===== src/rtl/core/kft_pkg.sv =====
package kft_pkg;

	localparam int DATA_W = 64;
	localparam int COUNT_W = 32;
	localparam int POS_OUT_W = 9;
	localparam int GL_W = 6;
	localparam int PADDR_W = 3;
	localparam int PDATA_W = 32;

	localparam int TABLE_DEPTH_DEF = 256;
	localparam int MAX_BASES_DEF = 32;

	localparam logic [GL_W-1:0] GRAM_LENGTH_RESET = 6'd32;
	localparam logic [COUNT_W-1:0] COUNT_MAX = 32'hFFFF_FFFF;

	// Register index, taken from paddr[2].
	localparam logic REG_GRAM_LENGTH = 1'b0;

	// Control flags of the request that walks along the chain.
	typedef struct packed {
		logic valid;
		logic found;
		logic is_new;
	} tok_flags_t;

endpackage


===== src/rtl/core/kft_regs.sv =====
module kft_regs #(
	parameter int MAX_BASES = kft_pkg::MAX_BASES_DEF,
	parameter int KEY_W = 2 * MAX_BASES
) (
	input  logic                          clk,
	input  logic                          arst_n,
	input  logic                          psel,
	input  logic                          penable,
	input  logic                          pwrite,
	input  logic [kft_pkg::PADDR_W-1:0]   paddr,
	input  logic [kft_pkg::PDATA_W-1:0]   pwdata,
	output logic [kft_pkg::PDATA_W-1:0]   prdata,
	output logic                          pready,
	output logic [KEY_W-1:0]              mask
);

	logic [kft_pkg::GL_W-1:0] gram_length_q;
	logic [KEY_W-1:0]         mask_q;
	logic [kft_pkg::GL_W-1:0] len;
	logic [KEY_W-1:0]         mask_next;
	logic                     wr_gram_length;

	assign pready = 1'b1;
	assign wr_gram_length = psel && penable && pwrite
		&& (paddr[2] == kft_pkg::REG_GRAM_LENGTH);

	// Effective length is clamped to one base at least and MAX_BASES at most.
	always_comb begin
		len = pwdata[kft_pkg::GL_W-1:0];
		if (len == '0) begin
			len = kft_pkg::GL_W'(1);
		end
		if (len > kft_pkg::GL_W'(MAX_BASES)) begin
			len = kft_pkg::GL_W'(MAX_BASES);
		end
		for (int b = 0; b < KEY_W; b++) begin
			mask_next[b] = (b < 2 * int'(len));
		end
	end

	always_ff @(posedge clk or negedge arst_n) begin
		if (!arst_n) begin
			gram_length_q <= kft_pkg::GRAM_LENGTH_RESET;
			mask_q        <= '1;
		end else if (wr_gram_length) begin
			gram_length_q <= pwdata[kft_pkg::GL_W-1:0];
			mask_q        <= mask_next;
		end
	end

	always_comb begin
		if (paddr[2] == kft_pkg::REG_GRAM_LENGTH) begin
			prdata = {{(kft_pkg::PDATA_W - kft_pkg::GL_W){1'b0}}, gram_length_q};
		end else begin
			prdata = '0;
		end
	end

	assign mask = mask_q;

endmodule

===== config.mk =====
export PLATFORM = sky130hd
export DESIGN_NAME = kft_regs
export DESIGN_NICKNAME = d
export VERILOG_FILES = /design/src/rtl/core/kft_pkg.sv /design/src/rtl/core/kft_regs.sv
export SDC_FILE = /design/constraint.sdc
export NUM_CORES = 1
export LEC_CHECK = 0
export BUFFER_PORTS_ARGS = -buffer_cell sky130_fd_sc_hd__buf_2
export CAP_MARGIN = 5
export CORE_MARGIN = 5
export CORE_UTILIZATION = 44
export CTS_BUF_LIST = sky130_fd_sc_hd__clkbuf_8
export CTS_CLUSTER_SIZE = 16
export DETAILED_ROUTE_END_ITERATION = 10
export HOLD_SLACK_MARGIN = 0.08
export PLACE_DENSITY = 0.91
export SETUP_SLACK_MARGIN = 0.4
export SYNTH_ARGS = -nofsm -noshare
export SYNTH_HDL_FRONTEND = slang
export SYNTH_SLANG_ARGS = --single-unit
export TNS_END_PERCENT = 50

===== constraint.sdc =====
create_clock -name clk -period 1.5 [get_ports clk]
set_input_delay 0 -clock clk [delete_from_list [all_inputs] [get_ports clk]]
set_output_delay 0 -clock clk [all_outputs]
set_load 0.02 [all_outputs]

Word level (Yosys, flattened, before mapping)
Index checks and enable logic that the tools add are counted.
{"block": "classes", "muxes": 3, "magnitude_cmp": 65, "bitwise_logic": 1, "n_reduce_logical": 4}
{"op": "6-bit by 7-bit less-than comparator with 1-bit output (first input constant)", "count": 32}
{"op": "5-bit by 7-bit less-than comparator with 1-bit output (first input constant)", "count": 16}
{"op": "4-bit by 7-bit less-than comparator with 1-bit output (first input constant)", "count": 8}
{"op": "3-bit by 7-bit less-than comparator with 1-bit output (first input constant)", "count": 4}
{"op": "6-bit 2-to-1 mux", "count": 3}
{"op": "1-bit by 7-bit less-than comparator with 1-bit output (first input constant)", "count": 2}
{"op": "2-bit by 7-bit less-than comparator with 1-bit output (first input constant)", "count": 2}
{"op": "6-bit greater-than comparator (second input constant)", "count": 1}
{"op": "6-bit zero test", "count": 1}
{"op": "1-bit logical AND", "count": 3}
{"op": "1-bit NOT", "count": 1}
{"block": "totals", "in_bits": 40, "ff_bits": 70}

Depth between registers and ports, before layout
{"block": "depth", "ltp_word": 5, "mapped_depth": 5}

Worst setup path after synthesis
OpenSTA, ideal clock, no wires.
{"block": "synth_path", "kind": "register to register", "startpoint": "reg, netlist name mask[37]", "endpoint": "reg mask_q[37] (netlist: mask[37])", "path_slack_ps": 665, "required_time_ps": 1423, "setup_ps": 77, "arrival_time_ps": 757, "path_stages_with_launch": 3, "period_less_slack_ps": 835, "path_cell_list": "dfstp_2 -> nor2_1 -> a31oi_1"}
{"element": "end signal, assigned", "line_no": "kft_regs.sv:47", "rtl": "mask_q <= mask_next;"}
{"element": "end, declared", "line_no": "kft_regs.sv:18", "rtl": "logic [KEY_W-1:0] mask_q;"}

Final worst setup path
{"block": "layout_path", "startpoint": "reg gram_length_q[5] in the netlist's numbering", "endpoint": "out prdata[5] in the netlist's numbering"}
{"block": "layout_via", "elab_chain_len": 1}
{"element": "start, declared", "line_no": "kft_regs.sv:17", "rtl": "logic [kft_pkg::GL_W-1:0] gram_length_q;"}
{"element": "start signal, assigned", "line_no": "kft_regs.sv:43", "rtl": "gram_length_q <= kft_pkg::GRAM_LENGTH_RESET;"}
{"element": "start signal, assigned", "line_no": "kft_regs.sv:46", "rtl": "gram_length_q <= pwdata[kft_pkg::GL_W-1:0];"}
{"element": "6-bit 2-to-1 mux", "line_no": "kft_regs.sv:52", "rtl": "if (paddr[2] == kft_pkg::REG_GRAM_LENGTH) begin"}
{"element": "end, declared", "line_no": "kft_regs.sv:12", "rtl": "output logic [kft_pkg::PDATA_W-1:0] prdata,"}
No other way between the ends.

==> results by stage <==
Outcome:
- The run finished with clean final reports.

Critical path:
- On the critical path, the stage with the largest delay is an instance of sky130_fd_sc_hd__dfstp_2.
- For this run, the slowest stage of the critical path takes approximately 0.54 ns.
- The worst reg-to-reg setup slack is roughly 0.68 ns.
- Walking the worst path, the cells encountered are and2b_1 -> buf_6.
- The startpoint identified for the worst register-to-register timing path is mask[9].
- The endpoint identified for the worst register-to-register timing path is mask[9].
- The worst register-to-register path has a depth of 2.
- The signal arrival time at the worst endpoint is 1.08 ns.
- The critical path class is reg -> out.
- The kind of capture point of the worst setup path is an output pin.
- Data on the critical path is required at its endpoint by 1.50 ns.
- The type of element launching the critical path is a flop.
- In this run the worst path has a maximum fanout of 2.

Final layout:
- The number of filler instances in the final layout is 491.
- The final layout contains 335 nets.
- The layout overhead on the synthesized area is 11.36%.
- The antenna diode count is 0.
- The final core area utilization is 51.24%.
- In the final layout, the share of cells above drive strength 1 is 42.23%.

Drt:
- The total iterations of the first detailed-routing run is 5.
- The number of remaining DRC errors is 0.
- In this run, the number of DRC markers left after iteration 0 of detailed routing was 150.
- Summed over all layers, the routed wires come to around 5000 um.
- The average detailed-routed wire length per instance is 13.55 um.
- In this run the remaining antenna-violating nets after routing total 0.
- Across all layers, the routed design uses around 1700 vias.
- In the routed layout, each cell is associated on average with a via count of 4.700.

Floorplanning:
- The floorplan step defined a die boundary enclosing around 6500 um^2.
- The core region is 4786 um^2.
- The die outline width is 80.75 um.
- The number of rows in the core area is 25.
- The die is 80.75 um tall.
- around 140 I/O pins were placed.
- Once the floorplan was initialized, standard cells occupied between 40 and 50% of the core.

Clock network:
- The clock transition at the register clock pins on the worst setup and hold paths after CTS is approximately 0.07 ns.
- The maximum root-to-sink buffer count is 2.
- The number of buffers added by the clock tree synthesis step is 5.
- The clock net sink count is 38.
- At the later pin of the worst-skew pair, clock insertion delay measures 0.29 ns.
- The tree is rooted in a sky130_fd_sc_hd__clkbuf_8.
- The clock tree from TritonCTS is done.
- The total number of H-tree levels is 2.
- In this run the post-CTS setup repair buffer count came out at 0.

Global route:
- The first-pass GRT wire length is 7672 um.
- The via count of the first global-routing pass is about 1600.
- The number of antenna violations at the first check in global routing is 0.
- The remaining global-route overflow is 0.
- The overall track demand over capacity in global routing is between 15 and 20%.
- The largest net degree at the start of global routing is 39.

Timing:
- The setup TNS is 0 ns.
- The final-report setup violation count is 0.
- The final critical path takes up between 70% and 80% of the cycle.
- The worst max-slew margin expressed relative to the limit is 46.27%.
- The final max-slew violation count was 0.
- The worst path in the final design needs a cycle of 1.077 ns, including I/O delays and setup.
- The transition time at the pin with the least slew margin is between 0.8 and 0.9 ns.
- Between clock sinks in the finished design, the worst skew comes to 0 ns.
- Across all hold checks on the routed design, the worst slack comes to 0.1039 ns.
- The maximum clock rate is 928.9 MHz.
- The number of hold-slack violations in the final timing report was 0.
- Setup repair after global routing could not meet its margin everywhere.

Pwr:
- The leakage component of the power is 0.001262 uW.
- The largest vdd supply drop is ~0.00059 V.
- The power density over the cells is 1358 nW/um^2.

Placement:
- During placement, the flow inserted port buffers numbering 81.
- Routability-driven placement finished with a final weighted congestion of 0.7879.
- The half-perimeter wire length after detailed placement is 3403 um.

Worst hold path:
- The type of the tightest min-delay check is in -> reg.
- The worst hold path terminates at mask[43].
- Counting instances, the worst hold path has a depth of 3.
- In this run the most critical hold path is launched from pwdata[1].

Synth:
- The total of flip-flops plus latches after synthesis is 38.
- The synthesized area per cell is 9.062 um^2.
- The netlist area before placement is 2202 um^2.
- The sequential element share of the synthesized area is 45.06%.
- The Yosys warning count is 0.
- The number of standard cells after synthesis is 243.
- After synthesis, the largest area contributor takes up 39.38% of total cell area.
- The count of cell types in the netlist is 30.
- Of all cell types, the one taking the most synthesized area is sky130_fd_sc_hd__dfstp_2.
- In the post-synthesis netlist, the biggest area contributors are sky130_fd_sc_hd__dfstp_2 (39%), sky130_fd_sc_hd__buf_4 (21%), sky130_fd_sc_hd__nand2_1 (7.8%).

Run:
- The number of maximum-capacitance violations is 0.
-- state kept, by name, summed over array words and instances, names as in the netlist --
| signal | flops |
|---|---|
| gram_length_q | 6 |
| mask | 32 |
-- layout by cell type, fill, tap and decap left out, drive strengths merged --
master       synthesis  routed
a31oi                5       5
nor2b                1       1
clkbuf               2       5
o211a                1       1
nand2b               1       1
nor3                 1       1
o21ai               21      21
or2                  3       3
and3                 1       1
or3                  2       2
o31ai                4       4
and2b                5       5
dlygate4sd3          0      10
buf                 71      83
and4b                1       1
inv                  0       3
a21oi               16      16
dfstp               33      33
nor2                16      16
and3b                2       2
conb                 2      27
nand4b               1       1
nor4                 1       1
dfrtp                5       5
o211ai               1       1
nand2               46      46
nand4bb              1       1
-- power breakdown --
| group | leakage, uW | internal [uW] | switching [uW] |
|---|---|---|---|
| combinational | 0.000801 | 380 | 831 |
| sequential | 0.000409 | 1340 | 132 |
| clock | 0.0000519 | 310 | 335 |
| total | 0.00126 | 2030 | 1300 |
-- worst max-delay path by stage --
| stage | startpoint | slack (ns) | to | depth (start not counted) |
|---|---|---|---|---|
| 2_1_floorplan | mask[37] | 0.67 | mask[37] | 2 |
| 3_3_place_gp | paddr[2] | 0.44 | mask[23] | 4 |
| 3_5_place_dp | paddr[2] | 0.40 | mask[23] | 4 |
| 4_1_cts | gram_length_q[5] | 0.41 | prdata[5] | 2 |
| 5_1_grt | gram_length_q[5] | 0.38 | prdata[5] | 2 |
| 6_report | gram_length_q[5] | 0.42 | prdata[5] | 2 |
-- synth_stat cells --
cell type,count
sky130_fd_sc_hd__and3_1,1
sky130_fd_sc_hd__o21ai_0,5
sky130_fd_sc_hd__nor4_1,1
sky130_fd_sc_hd__a21oi_2,1
sky130_fd_sc_hd__and3b_1,2
sky130_fd_sc_hd__or2_1,3
sky130_fd_sc_hd__buf_4,61
sky130_fd_sc_hd__nand4b_4,1
sky130_fd_sc_hd__o21ai_1,16
sky130_fd_sc_hd__dfrtp_1,5
sky130_fd_sc_hd__nand4bb_1,1
sky130_fd_sc_hd__dfstp_2,33
sky130_fd_sc_hd__and4b_2,1
sky130_fd_sc_hd__clkbuf_1,2
sky130_fd_sc_hd__o211a_1,1
sky130_fd_sc_hd__conb_1,2
sky130_fd_sc_hd__a31oi_1,5
sky130_fd_sc_hd__buf_6,3
sky130_fd_sc_hd__nand2b_1,1
sky130_fd_sc_hd__o211ai_1,1
sky130_fd_sc_hd__buf_2,7
sky130_fd_sc_hd__nor3_1,1
sky130_fd_sc_hd__a21oi_1,15
sky130_fd_sc_hd__nor2b_1,1
sky130_fd_sc_hd__o31ai_1,3
sky130_fd_sc_hd__or3_1,2
sky130_fd_sc_hd__o31ai_2,1
sky130_fd_sc_hd__and2b_1,5
sky130_fd_sc_hd__nand2_1,46
sky130_fd_sc_hd__nor2_1,16
-- kinds of logic (layout without fill, tap and decap cells) --
| kind of cell | count (synthesis) | in the layout | synth area share, % |
|---|---|---|---|
| other | 2 | 27 | 0.3410 |
| buffers and inverters | 73 | 101 | 24.26 |
| AND/OR/NAND/NOR | 82 | 82 | 17.96 |
| AO/OA/AOI/OAI | 48 | 48 | 12.39 |
| flip-flops | 38 | 38 | 45.06 |
-- stage by stage --
stage | cell area, um^2 | worst slack (ns) | instances | total power (uW)
5_1_grt | 2452 | 0.3792 | 363 | 3539
2_1_floorplan | 2296 | 0.6655 | 268 | 2530
3_3_place_gp | 2266 | 0.4368 | 345 | 2665
4_1_cts | 2449 | 0.4096 | 363 | 3379
3_5_place_dp | 2266 | 0.4005 | 345 | 2691
6_report | 2452 | 0.4235 | 363 | 3330
-- metal layers --
layer / vias up / wire length, um / share of wire, % / GRT usage [%]
li1: 809 / - / - / -
met1: 797 / 2106 / 43 / 21.70
met2: 93 / 2214 / 45 / 22.68
met3: 7 / 546 / 11 / 3.880
met4: 0 / 51 / 1.0 / 5.068
met5: - / 0 / 0 / 0
-- worst max-delay path, delay by kind of cell, from the launching register on --
kind                   cells  cell delay (ns)
and+or+nand+nor            1             0.14
DFF                        1             0.54
buffers and inverters      1             0.12
-- layout make-up --
cell class	count	area (um^2)	share of cell area (%)
Tap cell	67	83.83	3.418
Multi-Input combinational cell	157	769.5	31.38
Sequential cell	38	992.2	40.46
Clock buffer	5	68.82	2.806
Timing Repair Buffer	93	526.8	21.48
Clock inverter	3	11.26	0.4592
-- timing repair --
action	4_1_cts	5_1_grt
resized for setup	1	1
hold endpoints to repair	16	0
hold buffers	10	0
endpoints found under the setup margin	1	1
Power figures use the tool's default switching activity.
