### src/rtl/core/kft_pkg.sv
package kft_pkg;

	localparam int DATA_W = 64;
	localparam int COUNT_W = 32;
	localparam int POS_OUT_W = 9;
	localparam int GL_W = 6;
	localparam int PADDR_W = 3;
	localparam int PDATA_W = 32;

	localparam int TABLE_DEPTH_DEF = 256;
	localparam int MAX_BASES_DEF = 32;

	localparam logic [GL_W-1:0] GRAM_LENGTH_RESET = 6'd32;
	localparam logic [COUNT_W-1:0] COUNT_MAX = 32'hFFFF_FFFF;

	// Register index, taken from paddr[2].
	localparam logic REG_GRAM_LENGTH = 1'b0;

	// Control flags of the request that walks along the chain.
	typedef struct packed {
		logic valid;
		logic found;
		logic is_new;
	} tok_flags_t;

endpackage

### src/rtl/core/kft_cell.sv
module kft_cell #(
	parameter int IDX = 0,
	parameter int KEY_W = 2 * kft_pkg::MAX_BASES_DEF,
	parameter int POS_W = 9
) (
	input  logic                          clk,
	input  logic                          arst_n,
	input  logic                          adv,
	input  logic [KEY_W-1:0]              mask,
	input  logic [POS_W-1:0]              used,
	input  kft_pkg::tok_flags_t           prev_flags,
	input  logic [KEY_W-1:0]              prev_key,
	input  logic [kft_pkg::COUNT_W-1:0]   prev_count,
	input  logic [POS_W-1:0]              prev_pos,
	output kft_pkg::tok_flags_t           next_flags,
	output logic [KEY_W-1:0]              next_key,
	output logic [kft_pkg::COUNT_W-1:0]   next_count,
	output logic [POS_W-1:0]              next_pos
);

	logic [KEY_W-1:0]            key_q;
	logic [kft_pkg::COUNT_W-1:0] count_q;
	kft_pkg::tok_flags_t         flags_q;
	logic [KEY_W-1:0]            tok_key_q;
	logic [kft_pkg::COUNT_W-1:0] tok_count_q;
	logic [POS_W-1:0]            tok_pos_q;

	logic                        occupied;
	logic                        hit;
	logic                        append;
	logic [kft_pkg::COUNT_W-1:0] count_inc;

	assign occupied = POS_W'(IDX) < used;
	assign hit = prev_flags.valid && !prev_flags.found && occupied
		&& ((key_q & mask) == prev_key);
	assign append = prev_flags.valid && !prev_flags.found && (POS_W'(IDX) == used);
	assign count_inc = (count_q == kft_pkg::COUNT_MAX) ? count_q
		: count_q + kft_pkg::COUNT_W'(1);

	always_ff @(posedge clk) begin
		if (adv) begin
			if (hit) begin
				count_q <= count_inc;
			end else if (append) begin
				key_q   <= prev_key;
				count_q <= kft_pkg::COUNT_W'(1);
			end
			tok_key_q <= prev_key;
			if (hit) begin
				tok_count_q <= count_inc;
				tok_pos_q   <= POS_W'(IDX + 1);
			end else if (append) begin
				tok_count_q <= kft_pkg::COUNT_W'(1);
				tok_pos_q   <= POS_W'(IDX + 1);
			end else begin
				tok_count_q <= prev_count;
				tok_pos_q   <= prev_pos;
			end
		end
	end

	always_ff @(posedge clk or negedge arst_n) begin
		if (!arst_n) begin
			flags_q <= '0;
		end else if (adv) begin
			flags_q.valid  <= prev_flags.valid;
			flags_q.found  <= prev_flags.found || hit || append;
			flags_q.is_new <= prev_flags.is_new || append;
		end
	end

	assign next_flags = flags_q;
	assign next_key   = tok_key_q;
	assign next_count = tok_count_q;
	assign next_pos   = tok_pos_q;

endmodule

### config.mk
export PLATFORM = sky130hd
export DESIGN_NAME = kft_cell
export DESIGN_NICKNAME = d
export VERILOG_FILES = /design/src/rtl/core/kft_pkg.sv /design/src/rtl/core/kft_cell.sv
export SDC_FILE = /design/constraint.sdc
export NUM_CORES = 1
export LEC_CHECK = 0
export ABC_AREA = 1
export BUFFER_PORTS_ARGS = -buffer_cell sky130_fd_sc_hd__buf_2
export CAP_MARGIN = 10
export CORE_MARGIN = 3
export CORE_UTILIZATION = 48
export CTS_CLUSTER_DIAMETER = 100
export DETAILED_ROUTE_END_ITERATION = 12
export HOLD_SLACK_MARGIN = 0.1
export MAX_ROUTING_LAYER = met4
export PLACE_DENSITY = 0.77
export SYNTH_ARGS = -nofsm -noshare
export SYNTH_HDL_FRONTEND = slang
export SYNTH_SLANG_ARGS = --single-unit
### constraint.sdc
create_clock -name clk -period 2.5 [get_ports clk]
set_input_delay 0.25 -clock clk [delete_from_list [all_inputs] [get_ports clk]]
set_output_delay 0.25 -clock clk [all_outputs]
set_load 0.05 [all_outputs]
## Yosys cells after proc, flatten, opt, wreduce, memory -nomap -nowiden

Index checks and enable logic that the tools add are counted.
W data, S select, Z words.

| word-level totals | value |
|---|---|
| bits in registers | 204 |
| input bits | 184 |
| output and inout port bits | 108 |

| operators by class | value |
|---|---|
| add/sub/neg operators | 1 |
| $lt $le $gt $ge | 1 |
| equal/unequal tests | 2 |
| mux-type cells | 5 |
| bitwise gates (word level) | 2 |
| reduce and logical (&&, ||, !) cells | 13 |

Operator list:

| operator | number |
|---|---|
| $mux W32 | 5 |
| $and A64 B64 Y64 | 1 |
| $eq A64 B64 Y1 | 1 |
| $add A32 B1 Y32 const B | 1 |
| $eq A32 B32 Y1 const B | 1 |
| $logic_not A9 Y1 | 1 |
| $lt A1 B9 Y1 const A | 1 |
| $logic_and A1 B1 Y1 | 4 |
| $logic_or A1 B1 Y1 | 3 |
| $reduce_and A3 Y1 | 1 |
| $reduce_and A2 Y1 | 1 |
| $reduce_bool A2 Y1 | 1 |
| $reduce_or A2 Y1 | 1 |
| $logic_not A1 Y1 | 1 |
| $not A1 Y1 | 1 |

## Longest topological paths before layout

Gate-level depths: netlist of run 1.

| depth | value |
|---|---|
| depth after elaboration | 6 |
| depth in mapped cells | 13 |

## Worst setup path before layout of run 1

OpenSTA, ideal clock, no wires.

| timing path | value |
|---|---|
| path type | input -> register |
| start | input used[5] |
| end | register key_q[0] (enable) |
| library setup time | 0.487 ns |
| arrival | 3.772 ns |
| data required time | 2.013 ns |
| slack | -1.758 ns |
| stages | 6 |
| path buffers | 1 |
| cell sequence | nor2_1 > nand3_1 > nor3_2 > nand2_1 > clkbuf_1 > nor2_1 |

| on the way | value |
|---|---|
| cells in the longest elaborated chain, start to end | 5 |
| elaborated cells on any way between the ends | 7 |
| classes of those cells | order compare: 1; bitwise: 1; reduce/logical: 5 |

Ends and longest elaborated chain:

| item | RTL line | text |
|---|---|---|
| start: declaration | kft_cell.sv:10 | `input logic [POS_W-1:0] used,` |
| $lt A1 B9 Y1 | kft_cell.sv:33 | `assign occupied = POS_W'(IDX) < used;` |
| $logic_and A1 B1 Y1 | kft_cell.sv:34 | `assign hit = prev_flags.valid && !prev_flags.found && occupied` |
| $logic_and A1 B1 Y1 | kft_cell.sv:35 | `&& ((key_q & mask) == prev_key);` |
| $not A1 Y1 (no line) | - |  |
| $reduce_and A3 Y1 (no line) * | - |  |
| end signal: assignment | kft_cell.sv:45 | `key_q <= prev_key;` |
| end: declaration | kft_cell.sv:21 | `logic [KEY_W-1:0] key_q;` |

Mark *: on every way between the ends. The rest lies on a longest branch, timed or not.
A chain may end at the register's enable or synchronous reset.

## Worst setup path after layout of run 1

| timing path | value |
|---|---|
| start | register key_q[39] |
| end | register tok_count_q (netlist bit next_count[18]), data pin |

| on the way | value |
|---|---|
| cells in the longest elaborated chain, start to end | 4 |

Ends and longest elaborated chain:

| item | RTL line | text |
|---|---|---|
| $and A64 B64 Y64 | kft_cell.sv:35 |  |
| $eq A64 B64 Y1 | kft_cell.sv:35 |  |
| $logic_and A1 B1 Y1 | kft_cell.sv:35 |  |
| $mux W32 | kft_cell.sv:49 | `if (hit) begin` |
| end signal: assignment | kft_cell.sv:50 | `tok_count_q <= count_inc;` |
| end signal: assignment | kft_cell.sv:53 | `tok_count_q <= kft_pkg::COUNT_W'(1);` |
| end signal: assignment | kft_cell.sv:56 | `tok_count_q <= prev_count;` |
| end: declaration | kft_cell.sv:25 | `logic [kft_pkg::COUNT_W-1:0] tok_count_q;` |

No other way between the ends.

==> run summary, run 1 <==
The area added between synthesis and finish came out at 36.2%. Setup repair after global routing left no endpoint under its margin. The signal on the critical path passes through nand2_1, nand2_1, nand2_1, nor2_1, nand2_1, nor2_1, nand2_1, nor2_2, nand3_2, buf_4, clkinv_2, nand2_1, nand2_1. The most used flip-flop cell after synthesis is edfxtp_1. For this run, the total global-route usage over all layers was measured as 0.278. The number of antenna-violating nets in the routed design is 0. Yosys printed 0 warnings.

The number of max-cap violations is 0. Among all stages on the critical path, the largest delay is contributed by edfxtp_1. The post-layout net count is around 1800. The final count of hold timing violations is 0. The class of the tightest hold or removal check is in -> reg. After detailed routing, the average wire length per cell comes to around 17 µm. The first global-routing pass estimated approximately 52000 µm of wire.

The post-synthesis instance area is ~10000 µm². Measured along the y axis, the die boundary spans 154 µm. The post-synthesis sequential element count came out at 204. For this design the static power due to leakage is 0.00657 µW. The max-slew headroom at the worst pin came out at 0.656. Along the worst path, the maximum fanout reaches 27. The cell sitting at the root of the clock tree is a clkbuf_16. TritonCTS built the clock tree. Dividing the final minimum period by the clock period gives 0.944.

The count of TritonRoute iterations in the first routing pass came out at 5. In this run the cell area measured after placement is between 10000 and 15000 µm². The number of flops mapped to enable cells by yosys is approximately 200. The congestion estimate from routability-driven global placement came to ~0.95. The overall via count from detail_route is between 9000 and 10000. Summed over all layers, the global routing overflow is 0. The fraction of synthesis flops using an asynchronous set or reset pin came out at 0.0147.

The final instance area is roughly 14000 µm². The clock sink count came out at roughly 200. The effective utilization at floorplan is 0.493.

The ratio of routed vias to standard cells is 5.18. The clock tree skew after final layout came out at ~0.024 ns. The most frequent cell on the critical path is nand2_1. In this run the standard cell core region covers between 20000 and 25000 µm². Counting every net in the synthesized netlist gives around 1400. The largest voltage drop on the vdd net came out at ~0.6 mV.

The category of the most critical setup path is reg -> reg. The synthesized instance count came out at roughly 1200. The share of the Yosys chip area taken by registers is 0.582. The synthesized netlist contains 34 unique library cells. The insertion delay to the later sink of the worst-skew pair is 0.52 ns. The fraction of layout cells with a size suffix above 1 is 0.234. The die outline area is ~24000 µm².

The count of pins over their slew limit came out at 0. The arrival time of data at the critical path endpoint came out at 2.74 ns. During placement, the flow inserted port buffers numbering slightly below 300. For the pin with the worst max-slew slack, the measured transition is between 0.5 and 0.6 ns. For the worst setup path, the data required time is roughly 2.9 ns. The number of H-tree levels came out at 1. Entering global routing, the biggest net connects 65 pins.

The number of antenna violations at the first check in global routing is 6. The final-report setup violation count is 0. On the worst path, the slowest cell contributes a delay of 0.36 ns. The count of standard-cell rows is between 50 and 60. The power density over the cells came out at 604 nW/µm². In this run, CTS created clock tree buffers numbering 23. The via count of the first global-routing pass came to between 9000 and 10000. A synthesized cell averages slightly below 9 µm². The maximum buffer depth of the clock tree is 3. The number of top-level pins is between 200 and 300. After detailed routing, the number of remaining DRC violations is 0. The fmax came out at approximately 0.42 GHz.

The floorplan die width came out at approximately 150 µm. After clock tree synthesis, the clock-pin slew on the worst setup and hold paths is approximately 0.06 ns. The flow ran to the end, and the final reports show no timing, DRC or antenna violations.

STA classifies the critical path startpoint as a register. After the first detailed-routing iteration, the DRC count stood at 987. The clock period minus worst slack is ~2.4 ns.

STA classifies the critical path endpoint as a register. The total length of routed wires came out at about 32000 µm. The post-detailed-placement half-perimeter wirelength came out at ~24000 µm.

In the final timing run, aggregate negative setup slack is 0 ns.
repair_timing:
item,in CTS,in global routing
hold buffers,110,0
buffers inserted,0,1
hold endpoints to repair,179,0
gates resized for setup,0,4
setup endpoints to repair,0,32
state kept, by name (all words and copies together) (netlist names):
register,cells
next_key,64
next_pos,9
count_q,32
key_q,64
next_count,32
next_flags,3
where the power goes:
part	switching [µW]	internal (µW)
sequential	36.9	3910
combinational	919	418
clock	1400	1950
critical path: cells and delay by family, from the launching register on:
kind / cells / cell delay [ns]
buffers and inverters: 2 / 0.47
flip-flops: 1 / 0.36
AND/OR/NAND/NOR: 11 / 1.37
worst paths after layout:
path                                from             end  slack (ns)  cells past startpoint
max                            key_q[39]  next_count[18]        0.14                     13
min                        prev_count[0]   next_count[0]        0.26                      5
max reg2reg                    key_q[39]  next_count[18]        0.14                     13
min reg2reg                next_flags[2]   next_flags[2]        0.52                      2
max in group asynchronous         arst_n   next_flags[2]        1.67                      3
min in group asynchronous         arst_n   next_flags[1]        0.68                      3
synthesized netlist by cell type (3+ instances only):
master,number,area [µm²]
or2_2,5,31.3
nor3_2,4,40.0
nor2_1,155,582
nand4_1,31,194
clkbuf_1,3,11.3
buf_6,4,45.0
xnor2_1,5,43.8
or2_1,4,25.0
nand2_2,5,31.3
dfrtp_1,3,75.1
buf_2,3,15.0
nand3_2,4,40.0
edfxtp_1,201,6040
xor2_1,16,140
a21oi_1,6,30.0
nand3b_1,20,150
nand3_1,123,616
nand2_1,412,1550
nor3_1,17,85.1
o21ai_0,14,70.1
inv_1,131,492
nor2_2,4,25.0
nor2_4,4,45.0
logic make-up (layout without fill, tap and decap cells):
group,Yosys count,after routing,share of synthesized area
and+or+nand+nor,793,793,0.331
DFF,204,204,0.582
buffers and inverters,146,595,0.0563
AOI/OAI and AO/OA,22,22,0.0107
xor gates and xnor gates,21,21,0.0175
adders and majority gates,1,1,0.00119
muxes,1,1,0.000954
other,0,7,0
cell usage in the layout, fill, tap and decap left out, types with 2 or more instances in the layout:
cell type,netlist,routed
nand3b_1,20,20
bufinv_16,0,2
nand4_1,31,31
dlygate4sd3_1,0,110
clkinvlp_4,0,3
nor3_1,17,17
nor2_1,155,153
a21oi_1,6,6
clkinv_1,0,2
nor2_2,4,4
nor2_4,4,6
buf_4,2,15
clkinv_2,1,5
clkinv_4,0,2
nand2_2,5,6
buf_2,3,290
diode_2,0,7
nor3_2,4,4
o21ai_0,14,14
inv_2,2,3
nand2_4,2,2
xnor2_1,5,5
dfrtp_1,3,3
or2_1,4,4
xor2_1,16,16
nand2_1,412,411
inv_1,131,130
or2_2,5,5
edfxtp_1,201,201
nand3_1,123,123
clkbuf_1,3,3
buf_12,0,3
nand3_2,4,4
clkbuf_16,0,24
metrics by stage:
stage | setup slack (ns) | hold slack [ns] | utilization | total power [µW] | std cells
detailed placement | 0.184 | 0.0486 | 0.582 | 5190 | 1758
finish | 0.139 | 0.263 | 0.671 | 8630 | 1919
global placement | 0.231 | 0.0509 | 0.582 | 5170 | 1758
floorplan | 0.0190 | -0.0456 | - | 4750 | 1188
global route | 0.0174 | 0.230 | 0.671 | 8920 | 1918
CTS | 0.163 | 0.208 | 0.669 | 8680 | 1910
cell type report:
type / instances / area (µm²)
clock buffers: 27 / 601
inverters: 134 / 504
flip-flops and latches: 204 / 6110
clock inverters: 15 / 153
well taps: 275 / 344
diodes: 7 / 17.5
fillers: 1706 / 6990
repair buffers: 419 / 2750
multi-input cells: 838 / 3810
routing by layer:
metal | up-vias | global-route usage | share of wire
met1 | 4552 | 0.384 | 0.43
met4 | 0 | 0.0694 | 0.022
met5 | - | - | 0
met2 | 533 | 0.438 | 0.46
met3 | 52 | 0.0419 | 0.089
li1 | 4812 | - | -
Note: power is estimated with default switching activity, not from simulation.
==> run 2, diff against run 1 <==
- CELL_PAD_IN_SITES_DETAIL_PLACEMENT: unset -> 0
- CELL_PAD_IN_SITES_GLOBAL_PLACEMENT: unset -> 1
- CORE_UTILIZATION: 48 -> 35
- PLACE_DENSITY: 0.77 -> unset
- PLACE_DENSITY_LB_ADDON: unset -> 0.1
==> run summary, run 2 (same netlist as run 1, synthesis figures left out) <==
The first routing iteration left 647 violations. The post-layout net count is about 1800. The clock sink count is just over 200. The placer's final routability congestion estimate is slightly below 0.9. The maximum number of pins on one net before global-route repair came out at 65. The die is about 180 µm tall. Setup repair after global routing left no endpoint under its margin. The worst setup path is launched from an input port. The wire-length estimate of the detail-placed layout is 26500 µm.

The area growth from synthesis to layout is 37.9%. In this run the worst path has a maximum fanout of 16. The clock period minus worst slack is roughly 2.3 ns. The flop-to-flop setup slack came out at about 0.24 ns.

The hold slack is around 0.48 ns. Static timing analysis puts the maximum clock frequency at about 0.44 GHz. TritonCTS created 24 clock buffers. Total power for the finished layout comes to a little under 9000 µW. The overall via count from detail_route is between 9000 and 10000.

Power spread over the standard cell area amounts to about 610 nW/µm². The analysis attributes to cell leakage a power of roughly 0.0066 µW. STA puts the critical path data required time at ~2.7 ns. The insertion delay to the later sink of the worst-skew pair is around 0.53 ns. In the final layout, the share of cells above drive strength 1 is 0.235.

The clock tree skew after final layout is 0.0150 ns. The final-report setup violation count is 0. The number of max-cap violations came out at 0.

After global routing the overflow that remains totals 0. The final setup TNS is 0 ns. The count of buffers from port buffering came out at approximately 290. The worst-case IR drop observed on VDD is about 0.51 mV. The flow ran to the end, and the final reports show no timing, DRC or antenna violations. The global-route total usage across every layer is 0.221.

The post-detailed-route wirelength per cell came out at ~17 µm. The layout has between 2000 and 3000 filler cells. The top cell types in the final layout, fill and taps aside, are nand2_1, buf_2, edfxtp_1. The final critical-path setup slack is between 0.2 and 0.25 ns. Using the TritonRoute via totals, the vias-per-cell ratio works out to approximately 4.7. The number of H-tree levels came out at 1.

After detailed routing, the number of remaining DRC violations is 0. The number of antenna-violating nets in the routed design came out at 0. The part of the cycle the worst path needs came out at 0.914.

The max-slew headroom at the worst pin came out at 0.410. In this run the clock root is driven by a clkbuf_16. The floorplan step defined a die boundary enclosing 32100 µm². The number of setup buffers added after CTS came out at 0. The clock-pin slew on the worst setup and hold paths came out at 0.06 ns. The critical path is of the in -> reg type.

The total length of routed wires is approximately 35000 µm. The worst setup path is captured at a register. The effective utilization at floorplan came out at 0.360. The path class of the tightest hold or removal check is in -> reg. The pre-CTS setup slack is approximately 0.17 ns. The area of the core region came out at slightly below 30000 µm². The via count of the first global-routing pass came to ~9400. The post-route non-filler standard cell count came out at roughly 2000. The number of top-level pins came out at 292. The number of antenna violations at the first check in global routing is 6. The count of TritonRoute iterations in the first routing pass came out at 5. The number of placed instances, taps included, is approximately 1900. The first global-routing pass estimated about 53000 µm of wire. The count of pins over their slew limit is 0. The maximum buffer depth of the clock tree is 3. The floorplan die width came out at ~180 µm.

The arrival time of data at the critical path endpoint is ~2.5 ns. The CTS tree is built. For the pin with the worst max-slew slack, the measured transition is roughly 0.9 ns.

The count of standard-cell rows is slightly above 60. The final count of hold timing violations is 0. Leaving out fill and tap cells, the most frequent cell in the layout is nand2_1.
run 2: cell types whose count changed in the layout (fill, tap and decap cells not counted), sizes merged:
cell	previous run	this run
buf	308	311
clkbuf	28	29
clkinv	10	9
clkinvlp	3	4
dlygate4sd3	110	111
inv	134	135
run 2: metal layers:
layer	share of wire	track usage
met3	0.080	0.0396
met5	0	-
met4	0.012	0.0341
met1	0.49	0.323
met2	0.42	0.329
run 2: cell type report:
type / instances / area (µm²) / share of cell area
Sequential cell: 204 / 6110 / 0.422
Multi-Input combinational cell: 838 / 3810 / 0.263
Timing Repair Buffer: 423 / 2770 / 0.191
Clock buffer: 28 / 637 / 0.0440
Inverter: 134 / 504 / 0.0348
Tap cell: 384 / 480 / 0.0332
Clock inverter: 16 / 146 / 0.0101
Antenna cell: 7 / 17.5 / 0.00121
run 2: stage by stage:
step           cell area [µm²]  utilization
2_1_floorplan            10500            -
3_3_place_gp             12500        0.430
3_5_place_dp             12500        0.430
4_1_cts                  14400        0.495
5_1_grt                  14500        0.496
6_report                 14500        0.496
run 2: final timing paths:
check / start / endpoint / cells past startpoint
max: prev_key[48] / count_q[29] / 15
min: prev_key[60] / next_key[60] / 2
max reg2reg: key_q[48] / count_q[29] / 12
min reg2reg: next_flags[2] / next_flags[2] / 2
max in group asynchronous: arst_n / next_flags[2] / 3
min in group asynchronous: arst_n / next_flags[0] / 3
run 2: repair_timing:
action                     4_1_cts  5_1_grt
setup endpoints to repair        0       33
gates resized for setup          0        3
hold endpoints to repair       176        0
hold buffers                   111        0
run 2: worst max-delay path: stages:
cell and delay, ns:
dlygate4sd3_1 0.54, buf_2 0.14, inv_1 0.04, nand3_1 0.05
nand2_1 0.18, nor2_1 0.15, nand2_1 0.06, nor2_1 0.15
nand2_1 0.08, nor2_2 0.16, nand3_2 0.17, nand2_4 0.09
nand2_1 0.08, inv_2 0.15, clkbuf_16 0.21
run 2: power by group:
part,switching [µW],total [µW],leakage [µW],internal (µW)
Sequential,38.9,3950,0.00201,3910
Combinational,909,1330,0.00422,417
Clock,1470,3510,0.000372,2040
==> run 3, diff against run 2 <==
--- a/config.mk
+++ b/config.mk
@@ -18,4 +18,5 @@
 export MAX_ROUTING_LAYER = met4
 export PLACE_DENSITY_LB_ADDON = 0.1
+export SETUP_SLACK_MARGIN = 0.3
 export SYNTH_ARGS = -nofsm -noshare
 export SYNTH_HDL_FRONTEND = slang
==> constraint.sdc (replaced) <==
create_clock -name clk -period 2.5 [get_ports clk]
set_input_delay 0.125 -clock clk [delete_from_list [all_inputs] [get_ports clk]]
set_output_delay 0.125 -clock clk [all_outputs]
set_load 0.05 [all_outputs]
==> run summary, run 3 (same netlist as run 1, synthesis figures left out) <==
In the routed design, unresolved DRC markers number 0. The class of the tightest hold or removal check is in -> reg. The total length of routed wires is about 36000 µm.

The largest voltage drop on the vdd net came out at about 0.7 mV. Clock-pin slew was measured on the worst setup and hold paths at approximately 0.06 ns. The number of max-cap violations is 0. The run finished with clean final reports. The final count of hold timing violations came out at 0. Along the worst path, the maximum fanout reaches 8.

The effective utilization at floorplan is 0.360. The arrival time of data at the critical path endpoint came out at about 2.4 ns. The total grt overflow came out at 0. The via count of the first global-routing pass came out at roughly 9400.

The library cell used most frequently in the layout, excluding fill and tap cells, is nand2_1. The met3 layer usage reported by global route is 0.0440. The count of standard-cell rows came out at between 60 and 70. The layer carrying the most global-route usage is met2.

The kind of start point of the critical path is a register. For this run, the top clock speed supported by timing is approximately 0.46 GHz. Relative to the synthesized area, the layout overhead comes to 43.8%. At the worst endpoint, the required time is around 2.8 ns. In the global route stage, met2 resource usage came out at 0.335. The family of cells with the greatest summed delay on the critical path is simple AND/OR/NAND/NOR gates. Clock latency on the worst-skew pair, taken at its later pin, is about 0.53 ns. The final layout contains around 1800 nets. TritonCTS built the clock tree. The count of buffers from port buffering came out at between 200 and 300. The placer's final routability congestion estimate is approximately 0.85.

The global-route total usage across every layer is 0.225. Measured against its own limit, the worst slew margin works out to 0.496. The number of buffers added by the clock tree synthesis step came out at 25.

The power density over the cells is between 500 and 600 nW/µm². CTS placed an instance of clkbuf_16 at the clock tree root. The die is roughly 180 µm tall. The area of the core region came out at between 20000 and 30000 µm².

The leakage power total is between 0.006 and 0.007 µW. The finished cells cover around 15000 µm². The wire length of the first global-routing pass is 54100 µm.

The met1 demand-to-capacity share in global routing came out at 0.327. The number of H-tree levels came out at 1. The worst-margin pin slew is roughly 0.75 ns. The fraction of layout cells with a size suffix above 1 is 0.287. By instance count, the cell type seen most on the critical path is nand2_1.

For this design the top-level I/O count stands at 292. For this design, the slowest cell found on the critical path is edfxtp_1. The ratio of routed vias to standard cells is between 4 and 5.

Entering global routing, the biggest net connects 65 pins. The clock period minus worst slack is around 2.2 ns. The die outline area came out at approximately 32000 µm².

The biggest cell delay along the critical path came out at ~0.36 ns. The maximum buffer depth of the clock tree is 3. Walking the worst path, the cells encountered are nand2_1, nand2_2, nand2_1, nor2_1, nand2_1, nor2_1, nand2_1, nor2_4, nand3_4, nand2_4, nand2_4, clkinvlp_4, clkbuf_16. Setup repair after global routing could not meet its margin everywhere. The post-detailed-placement half-perimeter wirelength came out at ~27000 µm. The final setup TNS is 0 ns. The cell area after placement is 12700 µm². The number of antenna-violating nets in the routed design came out at 0. The category of the most critical setup path is reg -> reg. The count of TritonRoute iterations in the first routing pass came out at 5.

The capturing element type of the critical path is a register. The number of antenna violations at the first check in global routing is 3. The count of pins over their slew limit is 0.

The post-detailed-route wirelength per cell came out at 17.7 µm. In the layout the commonest cells are nand2_1, buf_2, edfxtp_1. Counting every sink on the clock net gives just over 200.

The part of the cycle the worst path needs came out at 0.876. The overall via count from detail_route came out at ~9700. The final-report setup violation count is 0. On the final layout, the worst clock skew is about 0.013 ns. After the first detailed-routing iteration, the DRC count stood at 565.

The floorplan die width came out at 179 µm. Counting both buffers and inverters, the worst setup path holds a total of 2.
-- run 3: area by class of cell --
cell class,count,area (µm²)
clock inverters,19,209
fillers,2836,14100
flip-flops and latches,204,6110
clock buffers,27,633
inverters,134,508
repair buffers,445,3030
diodes,4,10.0
well taps,384,480
multi-input cells,839,4110
-- run 3: path summary, 6_finish.rpt --
check | cells past startpoint | endpoint | from | slack (ns)
min in group asynchronous | 3 | next_flags[0] | arst_n | 0.52
worst max register to register | 13 | count_q[14] | key_q[33] | 0.31
worst max-delay path | 13 | count_q[14] | key_q[33] | 0.31
worst min-delay path | 7 | next_flags[1] | used[0] | 0.25
worst min register to register | 2 | next_flags[0] | next_flags[0] | 0.54
max in group asynchronous | 3 | next_flags[2] | arst_n | 1.82
-- run 3: power breakdown --
group | internal (µW) | switching (µW) | leakage [µW]
Combinational | 439 | 938 | 0.00439
Sequential | 3910 | 36.0 | 0.00201
Clock | 2250 | 1490 | 0.000396
-- run 3: metal layers --
| metal | vias to the layer above | part of all wire |
|---|---|---|
| met5 | - | 0 |
| met4 | 0 | 0.010 |
| met3 | 30 | 0.078 |
| met2 | 341 | 0.42 |
| met1 | 4456 | 0.49 |
| li1 | 4852 | - |
-- run 3: metrics by stage --
step                setup WS [ns]  utilization  cells  total power, µW  hold WS, ns
floorplan                   0.256            -   1188             4750       -0.171
global placement            0.280        0.435   1883             5210      -0.0757
detailed placement          0.234        0.435   1883             5220      -0.0730
CTS                         0.312        0.505   2043             9130        0.203
global route                0.186        0.517   2055             9400        0.290
finish                      0.309        0.518   2056             9060        0.249
-- run 3: what timing repair did --
item,CTS,global route
endpoints found under the hold margin,181,0
cloned,1,4
pin swaps,2,15
hold buffers,113,0
setup endpoints to repair,79,96
buffers inserted,0,5
resized for setup,11,69
-- run 3: worst min-delay path: stages --
cell and delay [ns]:
buf_2 0.11, nor3_4 0.06, nand2_2 0.15, nand2_4 0.07, nand2_4 0.06, buf_4 0.10, nand2_1 0.04
